--- src/crmt_pkg.sv ---
package crmt_pkg;

  localparam int unsigned MAX_RANGES_DEF = 256;
  localparam int unsigned ID_BITS_DEF    = 32;
  localparam int unsigned MODEL_BITS_DEF = 16;

  typedef enum logic [1:0] {
    OP_APPEND = 2'd0,
    OP_LOOKUP = 2'd1,
    OP_QUERY  = 2'd2,
    OP_CLEAR  = 2'd3
  } op_t;

  typedef enum logic [1:0] {
    ST_OK      = 2'd0,
    ST_NONCONT = 2'd1,
    ST_FULL    = 2'd2,
    ST_UNKNOWN = 2'd3
  } status_t;

endpackage

--- src/crmt_front.sv ---
module crmt_front import crmt_pkg::*; #(
  parameter int unsigned ID_BITS    = ID_BITS_DEF,
  parameter int unsigned MODEL_BITS = MODEL_BITS_DEF,
  parameter int unsigned QW         = 2 + MODEL_BITS + 3 * ID_BITS
) (
  input  logic                  clk,
  input  logic                  rst,
  input  logic                  in_valid,
  output logic                  in_stall,
  input  logic [1:0]            opcode,
  input  logic [MODEL_BITS-1:0] model_num,
  input  logic [ID_BITS-1:0]    range_start,
  input  logic [ID_BITS-1:0]    range_end,
  input  logic [ID_BITS-1:0]    query_id,
  output logic                  q_valid,
  input  logic                  q_take,
  output logic [QW-1:0]         q_data
);

  // two-entry queue between intake and execution
  logic [QW-1:0] slot [2];
  logic [1:0]    count;
  logic          rd_ptr;
  logic          wr_ptr;
  logic          push;
  logic          pop;

  assign in_stall = (count == 2'd2);
  assign push     = in_valid && !in_stall;
  assign q_valid  = (count != 2'd0);
  assign pop      = q_valid && q_take;
  assign q_data   = slot[rd_ptr];

  // hold items, advance pointers
  always_ff @(posedge clk) begin
    if (rst) begin
      count  <= 2'd0;
      rd_ptr <= 1'b0;
      wr_ptr <= 1'b0;
    end else begin
      if (push) begin
        wr_ptr <= ~wr_ptr;
      end
      if (pop) begin
        rd_ptr <= ~rd_ptr;
      end
      count <= count + {1'b0, push} - {1'b0, pop};
    end
    if (push) begin
      slot[wr_ptr] <= {opcode, model_num, range_start, range_end, query_id};
    end
  end

  assert property (@(posedge clk) disable iff (rst) count <= 2'd2)
    else $error("queue overflow");
  assert property (@(posedge clk) disable iff (rst) (count == 2'd0) |-> !pop)
    else $error("pop from empty queue");
  assert property (@(posedge clk) disable iff (rst)
    (push && !pop && count == 2'd1) |=> in_stall)
    else $error("queue full not flagged");

endmodule

--- config.mk ---
export PLATFORM = sky130hd
export DESIGN_NAME = crmt_front
export DESIGN_NICKNAME = d
export VERILOG_FILES = /design/src/crmt_pkg.sv /design/src/crmt_front.sv
export SDC_FILE = /design/constraint.sdc
export NUM_CORES = 1
export LEC_CHECK = 0
export CAP_MARGIN = 10
export CORE_MARGIN = 1.5
export CORE_UTILIZATION = 44
export CTS_CLUSTER_SIZE = 28
export DETAILED_ROUTE_END_ITERATION = 12
export DONT_BUFFER_PORTS = 1
export GPL_TIMING_DRIVEN = 0
export MAX_ROUTING_LAYER = met4
export PLACE_DENSITY = 0.61
export SKIP_LAST_GASP = 1
export SLEW_MARGIN = 20
export SYNTH_ARGS = -nofsm -noshare
export SYNTH_HDL_FRONTEND = slang
export SYNTH_SLANG_ARGS = --single-unit
--- constraint.sdc ---
create_clock -name clk -period 4.5 [get_ports clk]
set_clock_uncertainty 0.05 [all_clocks]
set_input_delay 0.9 -clock clk [delete_from_list [all_inputs] [get_ports clk]]
set_output_delay 0.9 -clock clk [all_outputs]
set_load 0.02 [all_outputs]
Word level (Yosys, flattened, before mapping):

Memories as Yosys holds them, arrays and structs flattened. A register that Yosys moved wholly into a read port is not among the register bits.
Index checks and enable logic that the tools add are counted.

* register bits: 4
* RAM bits: 228
* word-level logic and storage cells: 17
* memories kept: 1

* $add $sub $neg: 2
* eq/ne operators: 1
* mux-type cells: 4
* bitwise gates (word level): 2
* reduce and logical (&&, ||, !) cells: 4

Memories
* slot: words 2, width 114, read ports 1, clocked after Yosys merged registers in 1, wr ports 1, RTL line crmt_front.sv:21 `logic [QW-1:0] slot [2];`

Operator list (count)
* $mux W1: 4
* $add A2 B1 Y2: 1
* $eq A2 B2 Y1 const B: 1
* $logic_and A1 B1 Y1: 2
* $not A1 Y1: 2
* $reduce_bool A2 Y1: 1
* $sub A2 B1 Y2: 1
* $logic_not A1 Y1: 1

Logic depth before layout (Yosys ltp):

Gate-level depths: netlist (run 1).

* depth in word-level cells: 5
* depth in mapped cells: 8
* mapped depth without buffers: 8

Worst setup path after synthesis (run 1):

OpenSTA, ideal clock, no wires.

* kind: input-to-reg
* start point: input port in_valid
* end point: memory slot[1][0] (netlist name) (enable)
* setup time: 487 ps
* data arrival time: 3581 ps
* required time: 3963 ps
* slack: 382 ps
* stages: 1
* cell sequence: and3_1

* longest elaborated chain between the ends: 3

RTL lines
* start: declaration: RTL line crmt_front.sv:8 `input logic in_valid,`
* $logic_and A1 B1 Y1: RTL line crmt_front.sv:29 `assign push = in_valid && !in_stall;`
* $mux W1: RTL line crmt_front.sv:49 `if (push) begin`
* $mux W1 (not written as such): RTL line crmt_front.sv:50 `slot[wr_ptr] <= {opcode, model_num, range_start, range_end, query_id};`
* end: declaration: RTL line crmt_front.sv:21

No other way between the ends.

==> reports/summary.md, run 1 <==
The tools report the number of design-rule violations left by the first detailed-router iteration as 142. The signal on the critical path passes through buf_6 > buf_8 > buf_6 > mux2_4. The tools report the instance count after placement with tap cells included as 649.

The number of buffers and inverters on the critical path is 3. For the number of global-route vias before repair, the log shows 3570. Sequential fraction of design power: 45.2%. Clock tree synthesis inserted a total of 25 buffers.

Setup violations remaining at the end of the flow were counted as 0. The logs give 4 for the first-pass detailed-route iteration total and 501 for the synthesized netlist net count. The run gives 0 as the number of pins with negative max-slew slack in the final report. The number of different library cells used by synthesis comes to 21. The switching part of the total was 28.27%; the wire length of the first global-routing pass was 20.62 mm. The total chip power is 6.097 mW, and the xor/xnor share of the synthesized area is 0.3018%. In the final layout, the multi-input gates occupy 0.001632 mm2.

Number of antenna violations at the first check in global routing: 0. On the worst path, the slowest cell contributes a delay of 0.36 ns. The launch point of the worst hold path is rst. The synthesized netlist devotes 0.5604% of its cell area to simple gates. Multiplexer cells account for 17.33% of the synthesized area.

The depth of the worst register-to-register path is 5, and the area added between synthesis and finish is 13.75%. Summing the areas of all fa, ha and maj instances in the mapped netlist gives 0.2874% of the synthesized area. The setup slack of the worst register-to-register path was 2.22 ns.

The path class of the tightest hold or removal check is in -> reg. The highest clock rate is 0.3765 GHz. The fraction of post-synthesis cell area in the top cell type by area came out at 78.63%. Clock-pin slew was measured on the worst setup and hold paths at 0.06 ns. STA classifies the critical path startpoint as a flop. The tools report the area of the core as 0.01946 mm2.

The post-detailed-route wirelength per cell is 21.20 um, and the number of instances on the worst hold path is 1. After layout, the worst path uses 59.03% of the clock period. The flop and latch count out of synthesis is 233.

Leaving out fill and tap cells, the most frequent cells in the layout are sky130_fd_sc_hd__edfxtp_1, sky130_fd_sc_hd__mux2_4, sky130_fd_sc_hd__mux2_2. The most repeated library cell on the critical path was sky130_fd_sc_hd__buf_6. At the end of routability-driven placement, the weighted congestion stood at 0.7338.

For the number of cells upsized or downsized after cts, the log shows 0. The endpoint identified for the worst register-to-register timing path is slot[0][63]. Critical path class: reg -> out. The shortest clock period the worst path allows after layout was 2.656 ns; the detailed placer's ending HPWL was 9.841 mm. Hold repair after CTS inserted 0 buffers. For this run, the register share of the synthesized area comes to 79.78%. Setup repair after global routing left no endpoint under its margin.

The total setup buffers inserted after CTS was 0. The post-route antenna net violation count is 0, and the slew at the pin with the worst max-slew slack is 0.4220 ns. The run gives 0.02064 mm2 as the total die area. Netlist area before placement: 0.008707 mm2. The maximum level of the CTS H-tree was 1; the arrival time of the worst setup path was 1.71 ns. Entering global routing, the biggest net connects 75 pins.

No sink is reached through more buffers than the 3 on the longest clock path. The critical register-to-register path startpoint is count[0]. The combinational cell fraction of total power is 23.6%. The synthesized netlist devotes 0.2012% of its cell area to compound gates.

The most area-hungry cell type in the Yosys netlist is sky130_fd_sc_hd__edfxtp_1. After detailed routing, the number of vias per cell comes to 5.066. The predominant post-synthesis flop cell is sky130_fd_sc_hd__edfxtp_1.

TritonCTS built the clock tree. Combinational family with the most area after synthesis: multiplexers. The slowest stage of the critical path is the sky130_fd_sc_hd__mux2_4 cell. The diode insertion count for antenna repair is 0. In the final layout, flip-flops and latches occupy 0.006947 mm2. In this run the tightest slew margin relative to its limit is 71.87%. The overall overflow remaining after global route was 0; the count of input and output buffers was 0. In this run, the clock network consumes 31.3% of the power. The share of flip-flops with an asynchronous set or reset came out at 0%. The logs give 233 for the clock sink total and 1556 for the number of fill cells in the layout. The routed design has 14.74 mm of wire. Synthesis produced 381 cells. The internal power of the cells totals 4.373 mW. The die width came out at 143.7 um. By area the synthesized netlist is led by sky130_fd_sc_hd__edfxtp_1, sky130_fd_sc_hd__mux2_4, sky130_fd_sc_hd__mux2_2, sky130_fd_sc_hd__dfxtp_1, sky130_fd_sc_hd__buf_6. The number of nets in the layout came out at 531.

The cell family contributing the most delay on the critical path is buffers and inverters. Once layout is complete, the cells apart from fillers number 695. The final-report hold violation count was 0. The run gives 3.55 ns as the endpoint required time on the critical path.

Mean instance size in the synthesized netlist: 22.85 um2. Of the cells placed in the final design, the portion with a size suffix greater than 1 is 39.53%. For the count of warnings emitted by yosys, the log shows 0. The number of top-level design ports is 234, and the die boundary height is 143.7 um. Power spread over the standard cell area amounts to 615.6 mW/mm2.

The residual DRC count came out at 0. The count of vias placed by the detailed router was 3521; the clock network latency to the later pin of the worst-skew pair was 0.52 ns. The overall track demand over capacity in global routing is 14.01%. The library cell used most frequently in the layout, excluding fill and tap cells, is sky130_fd_sc_hd__edfxtp_1. The worst vdd rail ir drop is 0.3784 mV, and the initial core utilization is 44.74%. The leakage power was 3.365 nW. The run finished with clean final reports. Row generation in the floorplan step produced 51 rows. The largest fanout of any net on the critical path is 10. Sort of element at the end of the critical path: a primary output. Across the run, the number of max-cap violations was 0. The cell at the root of the clock tree was sky130_fd_sc_hd__clkbuf_16. The reported net switching power was 1.724 mW. The number of logic stages on the critical path including buffering was 4. Yosys mapped a number of flops with a built-in enable equal to 228.
==> synth_stat cells (all sizes together), types with 2 or more instances <==
master  number
edfxtp     228
buf         13
inv          4
mux2       114
ha           2
xnor2        2
dfxtp        5
nor2         3
==> registers in the layout (all words and copies together) (netlist names), named ones only <==
| signal | flops |
|---|---|
| count | 2 |
| rd_ptr | 1 |
| slot | 228 |
| wr_ptr | 1 |
==> power groups by stage <==
stage	Sequential [mW]	Combinational [mW]	Clock (mW)
after floorplan	2.81	1.23	0
after global placement	2.84	1.42	0
after detailed placement	2.80	1.47	0
after CTS	2.76	1.47	1.96
after global routing	2.77	1.52	2.05
final	2.75	1.44	1.91
==> stage by stage <==
stage | util [%] | setup slack (ns) | setup TNS (ns) | hold WS (ns) | area (um2)
3_5_place_dp | 46.88 | 1.950 | 0 | 0.4336 | 9124
6_report | 50.89 | 1.844 | 0 | 0.3925 | 9905
4_1_cts | 50.89 | 1.775 | 0 | 0.3629 | 9905
2_1_floorplan | - | 0.3820 | 0 | 0.4018 | 8707
5_1_grt | 50.89 | 1.744 | 0 | 0.3640 | 9905
3_3_place_gp | 46.44 | -0.9894 | -191.64 | 0.4155 | 9039
==> kinds of logic (layout without fill, tap and decap cells) <==
kind of cell | Yosys count | in the layout
adders and majority gates | 2 | 2
xor gates and xnor gates | 3 | 3
AOI/OAI and AO/OA | 3 | 3
DFF | 233 | 233
buffers and inverters | 17 | 66
muxes | 114 | 114
and+or+nand+nor | 9 | 9
==> worst max path at each step <==
stage                             end     start  slack [ns]
after floorplan            slot[1][0]  in_valid        0.38
after global placement    slot[1][64]  in_valid       -0.99
after detailed placement  slot[0][89]  in_valid        1.95
after CTS                 q_data[100]      flop        1.78
after global routing       q_data[97]      flop        1.74
final                      q_data[97]      flop        1.84
==> area by class of cell <==
| cell class | count | share of cell area (%) |
|---|---|---|
| flip-flops and latches | 233 | 70.14 |
| multi-input cells | 131 | 16.47 |
| clock buffers | 31 | 6.544 |
| well taps | 265 | 3.348 |
| clock inverters | 15 | 1.339 |
| plain buffers | 13 | 1.200 |
| repair buffers | 3 | 0.7580 |
| inverters | 4 | 0.2021 |
==> metal layers <==
metal / wire (um) / track usage (%) / vias up / share of wire, %
li1: - / - / 1564 / -
met1: 5334 / 15.18 / 1739 / 36
met2: 7027 / 22.19 / 183 / 48
met3: 1996 / 7.431 / 35 / 14
met4: 376 / 4.458 / 0 / 2.6
met5: 0 / - / - / 0
Power figures use the tool's default switching activity.
==> run 2: changes to the inputs <==
PLACE_DENSITY = 0.63   (was 0.61)
clock period = 2.3 ns   (was 4.5 ns; I/O delays follow)
==> run 2 against run 1 <==
Net effect: critical path depth did not move; combinational power is 110% higher; global-route usage increased by 1.4 points; utilization up 5.7 points; count of clock-buffer cells in the layout rose by 7; power rose by 95%; flip-flop and latch count did not move; largest cell class unchanged; critical endpoint is now q_data[80].
==> reports/summary.md, run 2 (same netlist as run 1, synthesis figures left out) <==
The run finished with clean final reports. TritonCTS built the clock tree. Worst vdd rail ir drop: 0.7678 mV (+100%). The total clock buffers created by CTS is 24 (-4.0%). The area of the core was 0.01946 mm2 (unchanged). The highest clock rate is 0.4507 GHz. The arrival time of the worst setup path is 1.71 ns (about the same), and the final-report hold violation count is 0 (unchanged).

The count of vias placed by the detailed router is 3938 (+12%). The library cell used most frequently in the layout, excluding fill and tap cells, is sky130_fd_sc_hd__edfxtp_1. The root buffer cell chosen for the clock tree is sky130_fd_sc_hd__clkbuf_16. The die width is 143.7 um (unchanged), and the flip-flop count of the largest register, all copies and words added is 228 (unchanged). Kind of start point of the critical path: a flop. The power density relative to cell area works out to 1077 mW/mm2 (+75%). Counting flops per register, the top entry is slot.

The area occupied by registers is 0.006949 mm2 (about the same), and the largest fanout of any net on the critical path is 10 (unchanged). The sum of negative setup slack came out at 0 ns (unchanged). Residual DRC count: 0 (unchanged). In the final layout, the registers with the most flip-flops are slot (228), count (2). The maximum number of pins on one net before global-route repair was 48 (-36%). The tools report the final design area excluding fillers as 0.01101 mm2 (+11%).

The maximum cell stage delay along the critical path is 0.37 ns (about the same), and the multi-input logic area is 0.001642 mm2 (+0.61%). The logs give 1445 (-7.1%) for the number of fill cells in the layout and 647 (+22%) for the number of nets in the layout. The die boundary height is 143.7 um (unchanged). In the layout the commonest cells are sky130_fd_sc_hd__edfxtp_1, sky130_fd_sc_hd__dlygate4sd3_1, sky130_fd_sc_hd__mux2_4.

The total chip power came out at 11.86 mW (+95%). The run gives 44.74% (unchanged) as the initial core utilization. The setup slack of the worst register-to-register path came out at 0.19 ns (-2.03 ns). The met3 layer usage reported by global route is 5.332% (-2.1 points), and the worst slew slack as a fraction of its limit is 52.60% (-19 points).

The most numerous cell type found on the critical path is sky130_fd_sc_hd__buf_6. The shortest clock period the worst path allows after layout is 2.219 ns, and the worst-case clock buffer depth is 3 (unchanged). The run gives 0 (unchanged) as the number of pins with negative max-slew slack in the final report. The cell with the largest stage delay on the worst path was sky130_fd_sc_hd__mux2_4.

The first-pass detailed-route iteration total is 4 (unchanged), and the post-detailed-route wirelength per cell is 19.69 um (-7.1%). The number of design-rule violations left by the first detailed-router iteration is 138 (-2.8%), and the total wire length is 15.91 mm (+8.0%). The setup path with the least slack is of type reg -> out. The wire length of the first global-routing pass was 23.09 mm (+12%); the detailed placer's ending HPWL was 10.25 mm (+4.2%).

The clock sink total came out at 233 (unchanged). In this run the most used layer during global routing was met2. The run gives 0.51 ns (about the same) as the clock network latency to the later pin of the worst-skew pair. The count of input and output buffers is 0 (unchanged). Sort of element at the end of the critical path: a primary output. Overall overflow remaining after global route: 0 (unchanged). The area added between synthesis and finish works out to 26.48%. The number of setup violations in the final report is 0 (unchanged), and the number of vias per cell after detailed routing is 4.874 (-3.8%). The post-route clock period utilization was 96.47%; the clock-pin slew on the worst setup and hold paths was 0.06 ns (about the same). The total die area was 0.02064 mm2 (unchanged); the routability congestion estimate from global placement was 0.7131 (-2.8%). The overall track demand over capacity in global routing was 15.42% (+1.4 points); the diode insertion count for antenna repair was 0 (unchanged). The signal on the critical path passes through buf_6 > buf_8 > buf_6 > mux2_4. The ratio of cells with drive above 1 in the final layout is 30.76% (-8.8 points), and the number of top-level design ports is 234 (unchanged).

For the number of antenna violations at the first check in global routing, the log shows 0 (unchanged). The critical register-to-register path startpoint was count[0]. The startpoint identified for the worst hold timing path is in_valid. The run gives 0.009170 mm2 (+0.51%) as the post-placement cell area. Setup repair after global routing left no endpoint under its margin. The tools report the leakage power as 3.811 nW (+13%). Met2 track utilization from global routing: 27.61% (+5.4 points).

Endpoint required time on the critical path: 1.79 ns (-1.76 ns). The post-route antenna net violation count is 0 (unchanged). The global routing met1 resource utilization is 15.86% (+0.68 points), and the slew at the pin with the worst max-slew slack is 0.7094 ns (+0.2874 ns). The path class of the tightest hold or removal check is in -> reg.

The tools report the site row count as 51 (unchanged). The number of global-route vias before repair is 4372 (+22%). The number of max-cap violations came out at 0 (unchanged). The maximum level of the CTS H-tree is 1 (unchanged).
run 2: cell count changes in the layout (fill, tap and decap cells not counted), moves of 2 or more:
cell	change
sky130_fd_sc_hd__dlygate4sd3_1	+115
sky130_fd_sc_hd__clkbuf_1	+7
sky130_fd_sc_hd__clkinv_2	-4
sky130_fd_sc_hd__buf_12	+3
sky130_fd_sc_hd__bufinv_16	-2
sky130_fd_sc_hd__clkinv_1	-2
sky130_fd_sc_hd__dfxtp_1	-2
sky130_fd_sc_hd__dfxtp_2	+2
sky130_fd_sc_hd__inv_6	-2
run 2: what timing repair did:
| item | in CTS | in global routing |
|---|---|---|
| hold endpoints to repair | 233 | 0 |
| hold buffers | 115 | 0 |
| gates resized for setup | 0 | 0 |
| setup endpoints to repair | 0 | 0 |
| buffers inserted | 0 | 0 |
run 2: final timing paths:
kind / depth (start not counted) / to
min: 3 / wr_ptr
min reg2reg: 2 / wr_ptr
max reg2reg: 5 / slot[0][38]
max: 4 / q_data[80]
run 2: through the flow:
| step | hold WS (ns) | instances | setup WS [ns] | util [%] |
|---|---|---|---|---|
| after floorplan | 0.4061 | 381 | -0.4759 | - |
| after global placement | 0.4190 | 646 | -1.413 | 46.54 |
| after detailed placement | 0.4502 | 651 | 0.1535 | 47.12 |
| after CTS | 0.1653 | 808 | 0.01587 | 56.59 |
| after global routing | 0.1893 | 808 | 0.001203 | 56.59 |
| final | 0.1784 | 808 | 0.08110 | 56.59 |
run 2: worst max-delay path: cells and delay by family (launching register included):
family,cells,cell delay (ns)
buffers and inverters,3,0.50
muxes,1,0.37
DFF,1,0.32
run 2: routing by layer:
layer	routed length (um)	up-vias
met5	0	-
met4	410	0
met3	1498	31
met2	8259	184
met1	5739	1928
li1	-	1795
run 2: report_power, final:
group          total [mW]  internal, mW  switching (mW)
logic                3.05          1.23            1.82
clock network        3.42          1.97            1.45
registers            5.40          5.27           0.127
run 2: area by class of cell:
class                      instances  share of cell area [%]
sequential                       233                   63.10
clock buffer                      38                   6.021
buffer                            13                   1.079
clock inverter                     4                  0.2613
multi-input combinational        131                   14.91
tap                              265                   3.011
inverter                           4                  0.1931
timing repair buffer             120                   11.43
